File: src/hw/rtl/atrs_pkg.sv
// Shared types, constants and helper functions for the truecolor run splitter.
package atrs_pkg;

    // Line and parameter limits.
    localparam int MAX_LINE    = 4096;
    localparam int POS_W       = $clog2(MAX_LINE) + 1;
    localparam int OFFSET_W    = 12;
    localparam int MAX_PARAMS  = 8;
    localparam int PV_DEPTH    = 5;
    localparam int PV_IDX_W    = $clog2(PV_DEPTH);
    localparam int PCNT_W      = $clog2(MAX_PARAMS + 1);
    localparam int ACC_W       = 12;
    localparam int ACC_MAX     = 4095;
    localparam int RESQ_DEPTH  = 4;
    localparam int RESQ_PTR_W  = $clog2(RESQ_DEPTH);
    localparam int RESQ_CNT_W  = $clog2(RESQ_DEPTH + 1);

    // Byte codes recognized by the parser.
    localparam logic [7:0] ESC_BYTE    = 8'h1B;
    localparam logic [7:0] CSI_OPEN    = 8'h5B;
    localparam logic [7:0] SGR_END     = 8'h6D;
    localparam logic [7:0] PARAM_SEP   = 8'h3B;
    localparam logic [7:0] DIGIT_ZERO  = 8'h30;
    localparam logic [7:0] DIGIT_NINE  = 8'h39;
    localparam logic [7:0] CTRL_LIMIT  = 8'h20;

    // SGR parameter values of interest.
    localparam logic [ACC_W-1:0] SGR_TRUECOLOR = 12'd38;
    localparam logic [ACC_W-1:0] SGR_RGB_MODE  = 12'd2;
    localparam logic [ACC_W-1:0] SGR_RESET     = 12'd0;

    // Default color register reset values.
    localparam logic [7:0] DEF_RED_RST   = 8'd131;
    localparam logic [7:0] DEF_GREEN_RST = 8'd148;
    localparam logic [7:0] DEF_BLUE_RST  = 8'd150;

    // Parser mode.
    typedef enum logic [1:0] {
        MODE_TEXT = 2'd0,
        MODE_ESC  = 2'd1,
        MODE_CSI  = 2'd2
    } mode_t;

    // Configuration register indexes.
    typedef enum logic [1:0] {
        CFG_DEF_RED   = 2'd0,
        CFG_DEF_GREEN = 2'd1,
        CFG_DEF_BLUE  = 2'd2
    } cfg_idx_t;

    // Gathered CSI parameters.
    typedef struct packed {
        logic [ACC_W-1:0]                acc;
        logic [PCNT_W-1:0]               cnt;
        logic [PV_DEPTH-1:0][ACC_W-1:0]  pv;
    } param_t;

    // One result item.
    typedef struct packed {
        logic [OFFSET_W-1:0] run_offset;
        logic [POS_W-1:0]    run_bytes;
        logic [7:0]          run_red;
        logic [7:0]          run_green;
        logic [7:0]          run_blue;
        logic                line_end;
        logic                overflow;
    } result_t;

    // Store the accumulator as the next parameter; extra parameters are dropped.
    function automatic param_t push_param(param_t p);
        param_t r;
        r = p;
        if (p.cnt < PCNT_W'(MAX_PARAMS))
        begin
            if (p.cnt < PCNT_W'(PV_DEPTH))
            begin
                r.pv[p.cnt[PV_IDX_W-1:0]] = p.acc;
            end
            r.cnt = p.cnt + 1'b1;
        end
        r.acc = '0;
        return r;
    endfunction

    // Line offset saturated to the offset field.
    function automatic logic [OFFSET_W-1:0] sat_offset(logic [POS_W-1:0] pos);
        logic [OFFSET_W-1:0] r;
        if (pos > POS_W'(ACC_MAX))
        begin
            r = '1;
        end
        else
        begin
            r = pos[OFFSET_W-1:0];
        end
        return r;
    endfunction

endpackage

File: src/hw/rtl/ansi_truecolor_run_splitter_core.sv
// Top level of the ANSI truecolor run splitter: parser state, run emission and result queue.
//
//  channel  | direction | handshake         | payload
//  ---------+-----------+-------------------+-------------------------------------------
//  s_*      | in        | s_tvalid/s_tready | tdata: text_byte; tlast: line_last
//  m_*      | out       | m_tvalid/m_tready | tdata: run fields; tlast: line_end;
//           |           |                   | tuser: overflow
//  cfg_*    | in        | cfg_valid/cfg_ready | cfg_index, cfg_data (default color)
//
// One byte is taken per clock; the parser state updates in the cycle of the transaction.
// Each byte yields zero, one or two results, written into a four-entry result queue.
// Input is accepted while the queue holds two results or fewer, which leaves room for both
// results of a byte; with m_tready held high the queue never passes two, so rate is one byte
// per clock. Reset (rst_n low, asynchronous) returns the parser to text mode at offset zero,
// restores the default color registers and empties the result queue.
module ansi_truecolor_run_splitter_core (
    input  logic        clk,
    input  logic        rst_n,
    input  logic        s_tvalid,
    output logic        s_tready,
    input  logic [7:0]  s_tdata,    // [7:0] text_byte
    input  logic        s_tlast,
    output logic        m_tvalid,
    input  logic        m_tready,
    output logic [55:0] m_tdata,    // [11:0] run_offset, [24:12] run_bytes, [32:25] run_red,
                                    // [40:33] run_green, [48:41] run_blue, [55:49] zero
    output logic        m_tlast,
    output logic        m_tuser,    // [0] overflow
    input  logic        cfg_valid,
    output logic        cfg_ready,
    input  logic [1:0]  cfg_index,
    input  logic [7:0]  cfg_data
);

    localparam int PW = atrs_pkg::POS_W;

    // Parser state.
    atrs_pkg::mode_t        mode_reg, mode_next;
    logic [PW-1:0]          pos_reg, pos_next;
    logic [PW-1:0]          begin_reg, begin_next;
    logic                   is_def_reg, is_def_next;
    logic [7:0]             cur_red_reg, cur_red_next;
    logic [7:0]             cur_green_reg, cur_green_next;
    logic [7:0]             cur_blue_reg, cur_blue_next;
    atrs_pkg::param_t       prm_reg, prm_next;
    logic                   exc_reg, exc_next;

    // Default color registers.
    logic [7:0]             def_red_reg, def_green_reg, def_blue_reg;

    // Result queue.
    atrs_pkg::result_t      resq_reg [atrs_pkg::RESQ_DEPTH];
    logic [atrs_pkg::RESQ_PTR_W-1:0] wr_ptr_reg, rd_ptr_reg;
    logic [atrs_pkg::RESQ_CNT_W-1:0] cnt_reg;

    // Intermediate values of the byte step.
    atrs_pkg::mode_t        mode_a;
    logic [PW-1:0]          pos_a, begin_a, esc_at, len_a;
    atrs_pkg::param_t       prm_a, prm_f;
    logic                   exc_a, fin, truecolor, to_default;
    logic                   e0_v;
    logic [PW-1:0]          e0_len;
    logic [15:0]            acc_prod;
    logic [atrs_pkg::ACC_W-1:0] acc_dig;
    logic                   is_esc, is_digit;
    logic [7:0]             b;
    logic                   last;
    atrs_pkg::result_t      res0, res1;
    logic                   s_fire, m_fire;
    logic [1:0]             n_push;

    assign b      = s_tdata;
    assign last   = s_tlast;
    assign s_fire = s_tvalid && s_tready;
    assign m_fire = m_tvalid && m_tready;
    assign is_esc = (b == atrs_pkg::ESC_BYTE) && !last;
    assign is_digit = b inside {[atrs_pkg::DIGIT_ZERO:atrs_pkg::DIGIT_NINE]};
    assign esc_at = pos_reg - 1'b1;

    // Decimal accumulator with saturation.
    assign acc_prod = {4'd0, prm_reg.acc} * 16'd10 + {12'd0, b[3:0]};
    assign acc_dig  = (acc_prod > 16'(atrs_pkg::ACC_MAX)) ? atrs_pkg::ACC_W'(atrs_pkg::ACC_MAX)
                                                          : acc_prod[atrs_pkg::ACC_W-1:0];

    // Per-byte parsing step.
    always_comb
    begin
        mode_a  = mode_reg;
        pos_a   = pos_reg;
        begin_a = begin_reg;
        prm_a   = prm_reg;
        exc_a   = exc_reg;
        fin     = 1'b0;
        e0_v    = 1'b0;
        e0_len  = '0;
        if (pos_reg >= PW'(atrs_pkg::MAX_LINE))
        begin
            exc_a = 1'b1;
        end
        else
        begin
            case (mode_reg)
                atrs_pkg::MODE_ESC:
                begin
                    if (b == atrs_pkg::CSI_OPEN)
                    begin
                        if (esc_at > begin_reg)
                        begin
                            e0_v   = 1'b1;
                            e0_len = esc_at - begin_reg;
                        end
                        mode_a    = atrs_pkg::MODE_CSI;
                        prm_a.acc = '0;
                        prm_a.cnt = '0;
                    end
                    else
                    begin
                        mode_a = is_esc ? atrs_pkg::MODE_ESC : atrs_pkg::MODE_TEXT;
                    end
                    pos_a = pos_reg + 1'b1;
                end
                atrs_pkg::MODE_CSI:
                begin
                    if (b == atrs_pkg::SGR_END)
                    begin
                        fin     = 1'b1;
                        mode_a  = atrs_pkg::MODE_TEXT;
                        begin_a = pos_reg + 1'b1;
                    end
                    else if (b < atrs_pkg::CTRL_LIMIT)
                    begin
                        // The control byte closes the sequence and counts as text.
                        fin     = 1'b1;
                        begin_a = pos_reg;
                        mode_a  = is_esc ? atrs_pkg::MODE_ESC : atrs_pkg::MODE_TEXT;
                    end
                    else if (is_digit)
                    begin
                        prm_a.acc = acc_dig;
                    end
                    else if (b == atrs_pkg::PARAM_SEP)
                    begin
                        prm_a = atrs_pkg::push_param(prm_reg);
                    end
                    pos_a = pos_reg + 1'b1;
                end
                default:
                begin
                    mode_a = is_esc ? atrs_pkg::MODE_ESC : atrs_pkg::MODE_TEXT;
                    pos_a  = pos_reg + 1'b1;
                end
            endcase
        end
        // A sequence cut by the line end is applied before the line closes.
        if (last && (mode_a == atrs_pkg::MODE_CSI))
        begin
            fin     = 1'b1;
            begin_a = pos_a;
        end
    end

    // Sequence completion: push the last parameter and decode the SGR code.
    assign prm_f      = atrs_pkg::push_param(prm_a);
    assign truecolor  = (prm_f.cnt >= atrs_pkg::PCNT_W'(atrs_pkg::PV_DEPTH))
                        && (prm_f.pv[0] == atrs_pkg::SGR_TRUECOLOR)
                        && (prm_f.pv[1] == atrs_pkg::SGR_RGB_MODE);
    assign to_default = (prm_f.cnt != '0) && (prm_f.pv[0] == atrs_pkg::SGR_RESET);
    assign len_a      = (pos_a > begin_a) ? (pos_a - begin_a) : '0;

    // Color after this step and the next parser state.
    always_comb
    begin
        is_def_next    = is_def_reg;
        cur_red_next   = cur_red_reg;
        cur_green_next = cur_green_reg;
        cur_blue_next  = cur_blue_reg;
        if (fin && truecolor)
        begin
            is_def_next    = 1'b0;
            cur_red_next   = prm_f.pv[2][7:0];
            cur_green_next = prm_f.pv[3][7:0];
            cur_blue_next  = prm_f.pv[4][7:0];
        end
        else if (fin && to_default)
        begin
            is_def_next = 1'b1;
        end
        if (fin && (mode_a == atrs_pkg::MODE_CSI))
        begin
            mode_next = atrs_pkg::MODE_TEXT;
        end
        else
        begin
            mode_next = mode_a;
        end
        pos_next   = pos_a;
        begin_next = begin_a;
        prm_next   = fin ? prm_f : prm_a;
        exc_next   = exc_a;
    end

    // Result built from the run closed by an ESC '[' (color before the sequence).
    always_comb
    begin
        res0.run_offset = atrs_pkg::sat_offset(begin_reg);
        res0.run_bytes  = e0_len;
        res0.run_red    = is_def_reg ? def_red_reg   : cur_red_reg;
        res0.run_green  = is_def_reg ? def_green_reg : cur_green_reg;
        res0.run_blue   = is_def_reg ? def_blue_reg  : cur_blue_reg;
        res0.line_end   = 1'b0;
        res0.overflow   = exc_reg;
    end

    // Result that closes the line (color after any sequence applied in this step).
    always_comb
    begin
        res1.run_offset = atrs_pkg::sat_offset(begin_a);
        res1.run_bytes  = len_a;
        res1.run_red    = is_def_next ? def_red_reg   : cur_red_next;
        res1.run_green  = is_def_next ? def_green_reg : cur_green_next;
        res1.run_blue   = is_def_next ? def_blue_reg  : cur_blue_next;
        res1.line_end   = 1'b1;
        res1.overflow   = exc_a;
    end

    // Parser control state and parameters; a line end returns everything to line start.
    always_ff @(posedge clk or negedge rst_n)
    begin
        if (!rst_n)
        begin
            mode_reg   <= atrs_pkg::MODE_TEXT;
            pos_reg    <= '0;
            begin_reg  <= '0;
            is_def_reg <= 1'b1;
            prm_reg    <= '0;
            exc_reg    <= 1'b0;
        end
        else if (s_fire)
        begin
            if (last)
            begin
                mode_reg    <= atrs_pkg::MODE_TEXT;
                pos_reg     <= '0;
                begin_reg   <= '0;
                is_def_reg  <= 1'b1;
                prm_reg     <= '0;
                exc_reg     <= 1'b0;
            end
            else
            begin
                mode_reg    <= mode_next;
                pos_reg     <= pos_next;
                begin_reg   <= begin_next;
                is_def_reg  <= is_def_next;
                prm_reg     <= prm_next;
                exc_reg     <= exc_next;
            end
        end
    end

    // Color payload; only read once a truecolor code has set it.
    always_ff @(posedge clk)
    begin
        if (s_fire)
        begin
            cur_red_reg   <= cur_red_next;
            cur_green_reg <= cur_green_next;
            cur_blue_reg  <= cur_blue_next;
        end
    end

    // Default color registers, written through the configuration channel.
    assign cfg_ready = 1'b1;

    always_ff @(posedge clk or negedge rst_n)
    begin
        if (!rst_n)
        begin
            def_red_reg   <= atrs_pkg::DEF_RED_RST;
            def_green_reg <= atrs_pkg::DEF_GREEN_RST;
            def_blue_reg  <= atrs_pkg::DEF_BLUE_RST;
        end
        else if (cfg_valid && cfg_ready)
        begin
            case (cfg_index)
                atrs_pkg::CFG_DEF_RED:   def_red_reg   <= cfg_data;
                atrs_pkg::CFG_DEF_GREEN: def_green_reg <= cfg_data;
                atrs_pkg::CFG_DEF_BLUE:  def_blue_reg  <= cfg_data;
                default:                 ;
            endcase
        end
    end

    // Result queue: up to two writes per transaction, one read per output transaction.
    assign n_push = s_fire ? ({1'b0, e0_v} + {1'b0, last}) : 2'd0;

    always_ff @(posedge clk)
    begin
        if (s_fire && e0_v)
        begin
            resq_reg[wr_ptr_reg] <= res0;
            if (last)
            begin
                resq_reg[wr_ptr_reg + 1'b1] <= res1;
            end
        end
        else if (s_fire && last)
        begin
            resq_reg[wr_ptr_reg] <= res1;
        end
    end

    always_ff @(posedge clk or negedge rst_n)
    begin
        if (!rst_n)
        begin
            wr_ptr_reg <= '0;
            rd_ptr_reg <= '0;
            cnt_reg    <= '0;
        end
        else
        begin
            wr_ptr_reg <= wr_ptr_reg + atrs_pkg::RESQ_PTR_W'(n_push);
            if (m_fire)
            begin
                rd_ptr_reg <= rd_ptr_reg + 1'b1;
            end
            cnt_reg <= cnt_reg + atrs_pkg::RESQ_CNT_W'(n_push)
                       - atrs_pkg::RESQ_CNT_W'(m_fire);
        end
    end

    // Room for two more results is required before a byte is taken.
    assign s_tready = (cnt_reg <= atrs_pkg::RESQ_CNT_W'(atrs_pkg::RESQ_DEPTH - 2));
    assign m_tvalid = (cnt_reg != '0);
    assign m_tdata  = {7'd0,
                       resq_reg[rd_ptr_reg].run_blue,
                       resq_reg[rd_ptr_reg].run_green,
                       resq_reg[rd_ptr_reg].run_red,
                       resq_reg[rd_ptr_reg].run_bytes,
                       resq_reg[rd_ptr_reg].run_offset};
    assign m_tlast  = resq_reg[rd_ptr_reg].line_end;
    assign m_tuser  = resq_reg[rd_ptr_reg].overflow;

`ifndef NO_ASSERTIONS
    // Queue occupancy stays within its depth.
    a_resq_bound: assert property (@(posedge clk) disable iff (!rst_n)
        cnt_reg <= atrs_pkg::RESQ_CNT_W'(atrs_pkg::RESQ_DEPTH))
        else $error("result queue over its depth");

    // Occupancy agrees with the pointer distance.
    a_resq_ptrs: assert property (@(posedge clk) disable iff (!rst_n)
        cnt_reg[atrs_pkg::RESQ_PTR_W-1:0] == (wr_ptr_reg - rd_ptr_reg))
        else $error("result queue count and pointers disagree");

    // The run start never passes the line position, which never passes the limit.
    a_pos_order: assert property (@(posedge clk) disable iff (!rst_n)
        (begin_reg <= pos_reg) && (pos_reg <= PW'(atrs_pkg::MAX_LINE)))
        else $error("line position out of order");

    // A byte that ends the line returns the parser to line start.
    a_line_reset: assert property (@(posedge clk) disable iff (!rst_n)
        (s_tvalid && s_tready && s_tlast) |=>
            (pos_reg == '0) && (mode_reg == atrs_pkg::MODE_TEXT) && !exc_reg && is_def_reg)
        else $error("line state not cleared at line end");

    // Parameter count never exceeds the parameter limit.
    a_param_cnt: assert property (@(posedge clk) disable iff (!rst_n)
        prm_reg.cnt <= atrs_pkg::PCNT_W'(atrs_pkg::MAX_PARAMS))
        else $error("parameter count over limit");
`endif

endmodule

File: config.mk
export PLATFORM = sky130hd
export DESIGN_NAME = ansi_truecolor_run_splitter_core
export DESIGN_NICKNAME = d
export VERILOG_FILES = /design/src/hw/rtl/atrs_pkg.sv /design/src/hw/rtl/ansi_truecolor_run_splitter_core.sv
export SDC_FILE = /design/constraint.sdc
export NUM_CORES = 1
export LEC_CHECK = 0
export BUFFER_PORTS_ARGS = -buffer_cell sky130_fd_sc_hd__buf_2
export CAP_MARGIN = 20
export CORE_AREA = 3 3 255 257
export CTS_CLUSTER_DIAMETER = 60
export DETAILED_ROUTE_END_ITERATION = 7
export DIE_AREA = 0 0 258 260
export HOLD_SLACK_MARGIN = 0.08
export PLACE_DENSITY_LB_ADDON = 0.3
export SYNTH_ARGS = -nofsm -noshare
export SYNTH_HDL_FRONTEND = slang
export SYNTH_SLANG_ARGS = --single-unit
File: constraint.sdc
create_clock -name clk -period 5.29 [get_ports clk]
set_input_delay 1.058 -clock clk [delete_from_list [all_inputs] [get_ports clk]]
set_output_delay 1.058 -clock clk [all_outputs]
set_load 0.02 [all_outputs]
Yosys cells after proc, flatten, opt, wreduce, memory -nomap -nowiden
Memory sizes are Yosys's and may differ from the RTL's.
Cells that the tools add are included.

cells by class
  add/subtract/negate cells = 13
  multiply operators = 1
  $lt $le $gt $ge = 19
  equality and inequality tests = 11
  multiplexer cells = 78
  bitwise operators = 1
  reductions and logical operators = 23

operators with widths
  kind                                                   count
  2-to-1 mux 76 bit                                      6
  2-to-1 mux 64 bit                                      3
  2-to-1 mux 60 bit                                      3
  2-to-1 mux 13 bit                                      13
  bitwise mux 60 bit                                     2
  demux 12 bit (select 3 bit)                            2
  2-to-1 mux 12 bit                                      6
  2-to-1 mux 8 bit                                       9
  2-to-1 mux 51 bit                                      1
  case mux 16 bit (2 select lines)                       1
  > comparator 13 x 12 -> 1 bit (second input constant)  2
  > comparator 13 bit                                    2
  subtractor 13 bit                                      2
  2-to-1 mux 1 bit                                       23
  adder 16 x 4 -> 16 bit                                 1
  equality test 8 x 7 -> 1 bit (second input constant)   2
  > comparator 16 x 12 -> 1 bit (second input constant)  1
  2-to-1 mux 16 bit                                      1
  logical AND 1 bit                                      15
  multiplier 12 x 3 -> 15 bit (second input constant)    1
  2-to-1 mux 2 bit                                       7
  adder 13 x 1 -> 13 bit (second input constant)         1
  >= comparator 13 bit (second input constant)           1
  subtractor 13 x 1 -> 13 bit (second input constant)    1
  29 further kinds                                       40

word-level totals
  register bits after elaboration = 161
  RAM bits = 204
  input port bits = 24
  output and inout port bits = 61
  word-level logic and storage cells = 168
  memories kept = 1

memory list
  memory    words  bits a word  read ports  clocked after memory_dff  write ports  line                                    text
  resq_reg  4      51           1           0                         2            ansi_truecolor_run_splitter_core.sv:52  atrs_pkg::result_t resq_reg [atrs_pkg::RESQ_DEPTH];

Longest topological paths before layout
Gate-level depths: netlist of run 1.

  depth in word-level cells = 27
  depth in mapped cells = 26

Worst setup path after synthesis of run 1
No wires, ideal clock.

  path kind = reg-to-reg
  from = reg pos_reg[0]
  to = mem resq_reg[1][0] (netlist bit) (enable)
  library setup time = 0.409 ns
  arrival time = 5.265 ns
  setup slack = -0.384 ns
  stages on the path, launching flop included = 19
  path buffers = 2
  path through = dfrtp_1 > inv_1 > ha_1 > inv_1 > ha_1 > nor2b_1 > o21ai_0 > a21boi_0 > o21ai_0 > a21boi_0 > o2111a_1 > nor3_1 > nor3b_1 > o21ai_0 > a2111oi_0 > clkbuf_1 > nand3_1 > clkbuf_1 > nand2_1

RTL lines
  what                    line                                     text
  start, declared         ansi_truecolor_run_splitter_core.sv:39   logic [PW-1:0] pos_reg, pos_next;
  start signal, assigned  ansi_truecolor_run_splitter_core.sv:252  pos_reg <= pos_next;
  end, declared           ansi_truecolor_run_splitter_core.sv:52

==> results.md, run 1 <==
- Die height: 260 um
- End-of-flow core utilization: between 40% and 50%
- Cells along the critical path: ha_4 > ha_4 > fa_2 > o211ai_1 > nor3_2 > or4b_4 > buf_4 > or3_1 > a22oi_2 > a31oi_4 > o41ai_2 > nand4_1 > buf_6 > o31ai_4 > buf_6 > buf_12 > mux2_4 > mux2i_1 > buf_4 > o22ai_2
- Initial DRC Count: around 1700
- Crit path kind: flip-flop to flip-flop
- CTS clock-pin slew for the worst setup and hold paths: 0.06 ns
- Gate power share: a little under half
- Final setup vio count: 0
- Final Instance Count excl. Fillers: around 3300
- Syn Area/Cell: a little over 10 sq um
- Layout Nets: between 2000 and 2500
- Total wire length: 71.7 mm
- Hold WC Path Type: flip-flop to flip-flop
- Total Routing Usage GR: between 20 and 25%
- Post-synthesis sequential area ratio: 45.5%
- Design area: 27300 sq um
- Worst IR Drop VDD: about 0.27 mV
- Syn Inst Count: 2160
- Reg power frac: 29.1%
- Pwr/cell area: between 400 and 500 nW/um^2
- Slowest stage delay, CP: 0.57 ns
- Reg2Reg Depth: 20
- Vias/cell: 5.70
- EDFF count, synth: ~220
- Critical Path RT: 5.58 ns
- Setup TNS: 0 ns
- Clock Skew: approximately 0.03 ns
- First-pass GRT wire length: between 100 and 150 mm
- P_leak: about 11 nW
- Rows: a little over 90
- Max clock buf depth: 3
- Vias in the first global route: around 18000
- RSZ-0062 raised after global routing: true
- Leading area contributor after synthesis: edfxtp_1
- Worst r2r dst: resq_reg[1][4]
- Layout cells sized above 1: 27.3%
- Via count: about 19000
- Outcome: finished, final reports clean
- GPL Wtd Cong: 0.919
- Max cap viols: 0
- Post-synthesis cell type count: 86
- Clock buffer count from CTS: between 40 and 50
- Top FF cell, synth: edfxtp_1
- YS warnings: 0
- Ports: 85
- First-pass DRT Iterations: 5
- Max reg flops: 204
- Psw: between 4 and 5 mW
- Crit-path max FO: 6
- Largest net degree at the start of global routing: a little under 90
- Synthesized cell area: roughly 22000 sq um
- Fmax: 191 MHz
- Die area: roughly 67000 sq um
- Starting Density: between 30% and 40%
- Synth top area cells: edfxtp_1 31%, dfrtp_1 13%, o21ai_0 5.6%
- Most common cell after layout, fill and taps aside: nand2_1
- Initial antenna violation count: 4
- Tmin final: about 5.2 ns
- Placed insts: approximately 3200
- Clock Power Share: 24.2%
- Crit start category: flip-flop
- DR WL/cell: between 20 and 25 um
- Synth top area share: a little under a third
- #FFs+latches synth: around 350
- Hold Path Depth: 2
- Worst hold path startpoint: resq_reg[3][1]
- TritonCTS clock tree: done
- Worst slew margin: between 30% and 40%
- # clock sinks: approximately 350
- FF-to-FF Start: prm_reg[65]
- I/O Buffers: 76
- Slew @ Worst Pin: roughly 1 ns
- Area Growth Syn to Fin: 24.6%
- CORE AREA: about 63000 sq um
- Sw Share: around two fifths
- Die W: 258 um
- GRT overflow: 0
- Pint: approximately 7.1 mW
- Most frequent cells in the layout: 283 x nand2_1, 239 x o21ai_0, 225 x buf_4
- Fill cells: 5950
- Final period util: a little over nine tenths
- Placed cell area: roughly 25000 sq um
- Register-to-register setup slack: ~0.055 ns
- Clock insertion delay at the later pin of the skew report: slightly below 0.6 ns
- Slowest CP cell: fa_2
- CP arrival: approximately 5.5 ns
- Async SR Flop Fraction: between 30% and 40%
- CP endpoint kind: flip-flop
- Post-CTS Hold Buffers: 0
- Worst hold endpoint: resq_reg[3][1]
- Final hold vios: 0
- Residual DRC count: 0
- H-tree Lvls: 2
- DP HPWL: a little under 50 mm
- Post-DRT Antenna Nets: 0
- Max-slew violations: 0
- Clock Tree Root: clkbuf_16
-- worst max path at each step --
stage	slack (ns)	start	cells after the start	end
floorplan	0.0008	prm_reg[65]	16	resq_reg[1][4]
global placement	-0.36	s_tdata[5]	24	resq_reg[1][26]
detailed placement	-0.42	s_tdata[5]	24	resq_reg[0][38]
CTS	-0.03	prm_reg[67]	19	resq_reg[1][9]
global route	-0.15	prm_reg[65]	21	resq_reg[1][2]
finish	0.05	prm_reg[65]	20	resq_reg[1][4]
-- cell usage after synthesis (all sizes together) (5+ instances only) --
master and count:
fa 5, a211oi 11, a31oi 23, ha 63, xnor2 33, and3 11
a22o 31, or3 15, buf 35, clkbuf 118, o31ai 14, edfxtp 224
nand2 288, o2bb2ai 5, nor2 120, a211o 7, nor3 23, or4 6
a21boi 6, nand2b 8, mux2i 119, o211ai 8, or2 8, a21oi 93
mux4 51, a21o 13, dfstp 11, inv 62, nor4 8, o21ai 250
nor2b 15, o21a 9, xor2 27, mux2 54, dfrtp 114, o22ai 126
a2111oi 5, nand3 50, nand4 14
-- per-stage QoR --
step	power [mW]	hold slack, ns	setup WS [ns]
final	11.9	0.474	0.0547
after global routing	12.5	0.514	-0.150
after CTS	11.7	0.475	-0.0268
after detailed placement	8.77	0.461	-0.420
after global placement	8.72	0.455	-0.365
after floorplan	6.77	0.432	0.000787
-- final cells by class --
class	instances	area (sq um)	share of cell area, %
antenna	2	5.00	0.0184
clock buffer	57	1190	4.36
clock inverter	21	184	0.675
inverter	62	233	0.854
multi-input combinational	1599	12000	44.1
sequential	353	9950	36.5
tap	846	1060	3.88
timing repair buffer	333	2610	9.58
-- logic make-up after synthesis --
group           after synthesis  synth area share [%]
compound gates              644                  18.2
simple gates                594                  12.3
flops                       353                  45.5
mux                         224                  13.5
buf+inv                     215                  3.97
fa+ha+maj                    68                  4.06
xor+xnor                     60                  2.40
other cells                   2                0.0343
-- per-layer routing --
layer  up-vias  routed length [um]  track usage [%]
li1       8575                   -                -
met1      9235               31900             28.9
met2       703               33300             33.2
met3       123                4790             2.86
met4         4                1620             5.50
met5         -                  32                0
-- worst max-delay path, delay by kind of cell (launching register included) --
| family | cells | cell delay, ns |
|---|---|---|
| flops | 1 | 0.41 |
| fa+ha+maj | 3 | 0.99 |
| mux | 2 | 0.44 |
| compound gates | 6 | 1.04 |
| simple gates | 4 | 1.24 |
| buf+inv | 5 | 0.80 |
-- power groups by stage --
stage	clock, mW	combinational, mW	sequential [mW]
2_1_floorplan	0	3.44	3.33
6_report	2.87	5.53	3.46
3_5_place_dp	0	5.16	3.60
5_1_grt	3.03	6.01	3.48
4_1_cts	2.93	5.20	3.55
3_3_place_gp	0	5.13	3.59
-- what timing repair did --
action	4_1_cts	5_1_grt
buffers inserted	3	15
pin swaps	1	69
endpoints found under the setup margin	97	176
resized for setup	5	167
cloned	1	4
Power figures use the tool's default switching activity.
==> run 2, diff against run 1 <==
Settings changed: ABC_AREA set to 1, CORE_AREA 3 3 255 257 to 3 3 262 264, DIE_AREA 0 0 258 260 to 0 0 265 267, RECOVER_POWER set to 50.
==> run 2 against run 1 <==
Compared with the run above: the run now ends with capacitance limit, slew limit left; area after synthesis up 6.0%; clock-buffer cell count down 6; fmax up 6.8%; sequential power up 3%; design area down 0.81%; sequential cell count unchanged; power up 24%; die area up 5.5%; sequential share of layout area up 0.28 points; clock power up 13%; final cell count up 25%; critical path depth up 8.
==> results.md, run 2 <==
- Pint: 7.95 mW (was 7.12 mW)
- Largest net degree at the start of global routing: 103 (was 87)
- Clock Power Share: 22.0% (was 24.2%)
- Max cap viols: 2 (was 0)
- Final setup vio count: 0 (unchanged)
- Starting Density: 34.7% (about the same)
- Clock Skew: 0.0330 ns (was 0.0300 ns)
- Failing checks: capacitance limit, slew limit
- First-pass DRT Iterations: 6 (was 5)
- Async SR Flop Fraction: 35.4% (unchanged)
- Total wire length: 76.5 mm (was 71.7 mm)
- Leading area contributor after synthesis: edfxtp_1 (unchanged)
- RSZ-0062 raised after global routing: true (unchanged)
- Final hold vios: 0 (unchanged)
- FF-to-FF Start: pos_reg[0] (was prm_reg[65])
- Slowest stage delay, CP: 0.43 ns (was 0.57 ns)
- Count leader, synth: nand2_1 (unchanged)
- Sw Share: 46.0% (was 40.0%)
- Rows: 95 (was 92)
- Syn Area/Cell: 7.61 sq um (was 10.1 sq um)
- Initial DRC Count: 2260 (was 1728)
- Register-to-register setup slack: 0.39 ns (was 0.05 ns)
- Reg2Reg Depth: 28 (was 20)
- Area Growth Syn to Fin: 16.6% (was 24.6%)
- Clock Tree Root: clkbuf_16 (unchanged)
- Slowest CP cell: fa_1 (was fa_2)
- Crit-path max FO: 6 (unchanged)
- Post-DRT Antenna Nets: 0 (unchanged)
- Fill cells: 6848 (was 5950)
- Worst hold endpoint: resq_reg[1][1] (was resq_reg[3][1])
- Max clock buf depth: 3 (unchanged)
- Synth top area share: 29.0% (was 30.7%)
- P_leak: 11.7 nW (was 11.0 nW)
- Crit path kind: flip-flop to flip-flop (unchanged)
- Max reg flops: 204 (unchanged)
- Post-synthesis cell type count: 57 (was 86)
- Hold WC Path Type: flip-flop to flip-flop (unchanged)
- # clock sinks: 353 (unchanged)
- Synthesized cell area: 23200 sq um (was 21900 sq um)
- Final Instance Count excl. Fillers: 4080 (was 3273)
- Slew @ Worst Pin: 2.54 ns (was 0.976 ns)
- # diodes: 0 (was 2)
- #FFs+latches synth: 353 (unchanged)
- Most common cell after layout, fill and taps aside: nand2_1 (unchanged)
- Worst slew margin: -69.3% (was 34.9%)
- Syn Inst Count: 3049 (was 2160)
- I/O Buffers: 76 (unchanged)
- Post-synthesis sequential area ratio: 42.9% (was 45.5%)
- Placed insts: 3988 (was 3169)
- Reg power frac: 24.2% (was 29.1%)
- H-tree Lvls: 2 (unchanged)
- Die height: 267 um (was 260 um)
- Worst r2r dst: cnt_reg[2] (was resq_reg[1][4])
- Layout Nets: 3261 (was 2483)
- Gate power share: 53.8% (was 46.7%)
- Synth top area cells: edfxtp_1 29%, dfrtp_1 12%, nand2_1 12% (was edfxtp_1 31%, dfrtp_1 13%, o21ai_0 5.6%)
- GRT overflow: 0 (unchanged)
- Tmin final: 4.90 ns (was 5.24 ns)
- Die area: 70800 sq um (was 67100 sq um)
- Crit start category: flip-flop (unchanged)
- Vias in the first global route: 20400 (was 18200)
- Critical Path RT: 5.80 ns (was 5.58 ns)
- EDFF count, synth: 224 (unchanged)
- CTS clock-pin slew for the worst setup and hold paths: 0.06 ns (about the same)
- Clock buffer count from CTS: 46 (was 42)
- YS warnings: 0 (unchanged)
- Top FF cell, synth: edfxtp_1 (unchanged)
- Worst hold path startpoint: resq_reg[1][1] (was resq_reg[3][1])
- DR WL/cell: 18.7 um (was 21.9 um)
- Final period util: 92.6% (was 99.0%)
- Hold Path Depth: 2 (unchanged)
- Critical path's most frequent cell: inv_1
- Max-slew violations: 128 (was 0)
- Most frequent cells in the layout: 718 x nand2_1, 414 x o21ai_0, 360 x nand3_1 (was 283 x nand2_1, 239 x o21ai_0, 225 x buf_4)
- Critical path origin: pos_reg[0] (was prm_reg[65])
- TritonCTS clock tree: done (unchanged)
- Ports: 85 (unchanged)
- GPL Wtd Cong: 0.874 (was 0.919)
- Clock insertion delay at the later pin of the skew report: 0.61 ns (was 0.58 ns)
- Setup TNS: 0 ns (unchanged)
- Fmax: 204 MHz (was 191 MHz)
- Residual DRC count: 0 (unchanged)
- WHS: 0.478 ns (was 0.474 ns)
- DP HPWL: 50.3 mm (was 48.2 mm)
- CP endpoint kind: flip-flop (unchanged)
- Via count: 21900 (was 18600)
- Vias/cell: 5.38 (was 5.70)
- CP arrival: 5.41 ns (was 5.52 ns)
- Pwr/cell area: 544 nW/um^2 (was 435 nW/um^2)
- Die W: 265 um (was 258 um)
- Initial antenna violation count: 0 (was 4)
- Psw: 6.76 mW (was 4.74 mW)
- Post-synth top cells: 725 x nand2_1, 417 x o21ai_0, 363 x nand3_1, 277 x inv_1, 231 x nor2_1 (was 288 x nand2_1, 244 x o21ai_0, 224 x edfxtp_1, 126 x o22ai_1, 120 x nor2_1)
- Layout cells sized above 1: 13.2% (was 27.3%)
- First-pass GRT wire length: 119 mm (was 108 mm)
- Worst IR Drop VDD: 0.347 mV (was 0.266 mV)
- Total Routing Usage GR: 21.3% (was 20.5%)
- Outcome: finished with violations (was finished, final reports clean)
- CORE AREA: 66800 sq um (was 63000 sq um)
## run 2: worst max path at each step
stage / endpoint / slack (ns) / cells after the start
2_1_floorplan: resq_reg[1][37] / 0.06 / 30
3_3_place_gp: resq_reg[3][38] / -0.15 / 33
3_5_place_dp: resq_reg[3][38] / -0.23 / 32
4_1_cts: cnt_reg[2] / 0.19 / 28
5_1_grt: cnt_reg[2] / -0.05 / 28
6_report: cnt_reg[2] / 0.39 / 28
## run 2: cell families (layout without fill, tap and decap cells)
kind of cell,Yosys count,in the layout,share of synthesized area [%]
fa+ha+maj,68,68,3.83
flops,353,353,42.9
other cells,2,8,0.0324
simple gates,1420,1421,26.8
buf+inv,469,620,8.08
xor+xnor,47,47,1.81
compound gates,690,690,16.6
## run 2: layout make-up
cell class | instances | area, sq um | share of cell area (%)
Timing Repair Buffer | 233 | 1740 | 6.43
Clock buffer | 51 | 1170 | 4.33
Clock inverter | 35 | 392 | 1.45
Multi-Input combinational cell | 2234 | 11600 | 42.8
Tap cell | 873 | 1090 | 4.04
Inverter | 301 | 1130 | 4.19
Sequential cell | 353 | 9950 | 36.8
## run 2: timing repair
action | 4_1_cts | 5_1_grt
hold buffers | 0 | 0
resized for setup | 0 | 29
setup endpoints to repair | 0 | 123
setup buffers | 0 | 4
## run 2: routing by layer
metal  share of wire [%]  track usage [%]  vias up
li1                    -                -    10700
met1                  45             30.4    10200
met2                  45             33.7      867
met3                 7.7             3.06      141
met4                 2.3             6.06        0
met5                   0                0        -
## run 2: power groups by stage
stage | Sequential (mW) | Combinational [mW] | Clock [mW]
3_5_place_dp | 3.61 | 7.58 | 0
3_3_place_gp | 3.61 | 7.59 | 0
2_1_floorplan | 3.52 | 4.78 | 0
5_1_grt | 3.60 | 8.70 | 3.41
6_report | 3.56 | 7.91 | 3.24
4_1_cts | 3.56 | 7.62 | 3.30
## run 2: worst max-delay path, delay by kind of cell (launching register included)
family                   cells  cell delay [ns]
adder cells (fa/ha/maj)      6             1.62
AO/OA/AOI/OAI                6             0.93
XOR/XNOR                     3             0.55
AND/OR/NAND/NOR              7             0.85
flip-flops                   1             0.38
buffers and inverters        6             0.50
## run 2: through the flow
| step | setup slack [ns] | total power [mW] | util (%) | instance area (sq um) |
|---|---|---|---|---|
| floorplan | 0.0553 | 8.30 | - | 23200 |
| detailed placement | -0.234 | 11.2 | 37.9 | 25300 |
| global placement | -0.148 | 11.2 | 37.9 | 25300 |
| global route | -0.0459 | 15.7 | 40.5 | 27000 |
| finish | 0.389 | 14.7 | 40.5 | 27000 |
| CTS | 0.190 | 14.5 | 40.3 | 26900 |
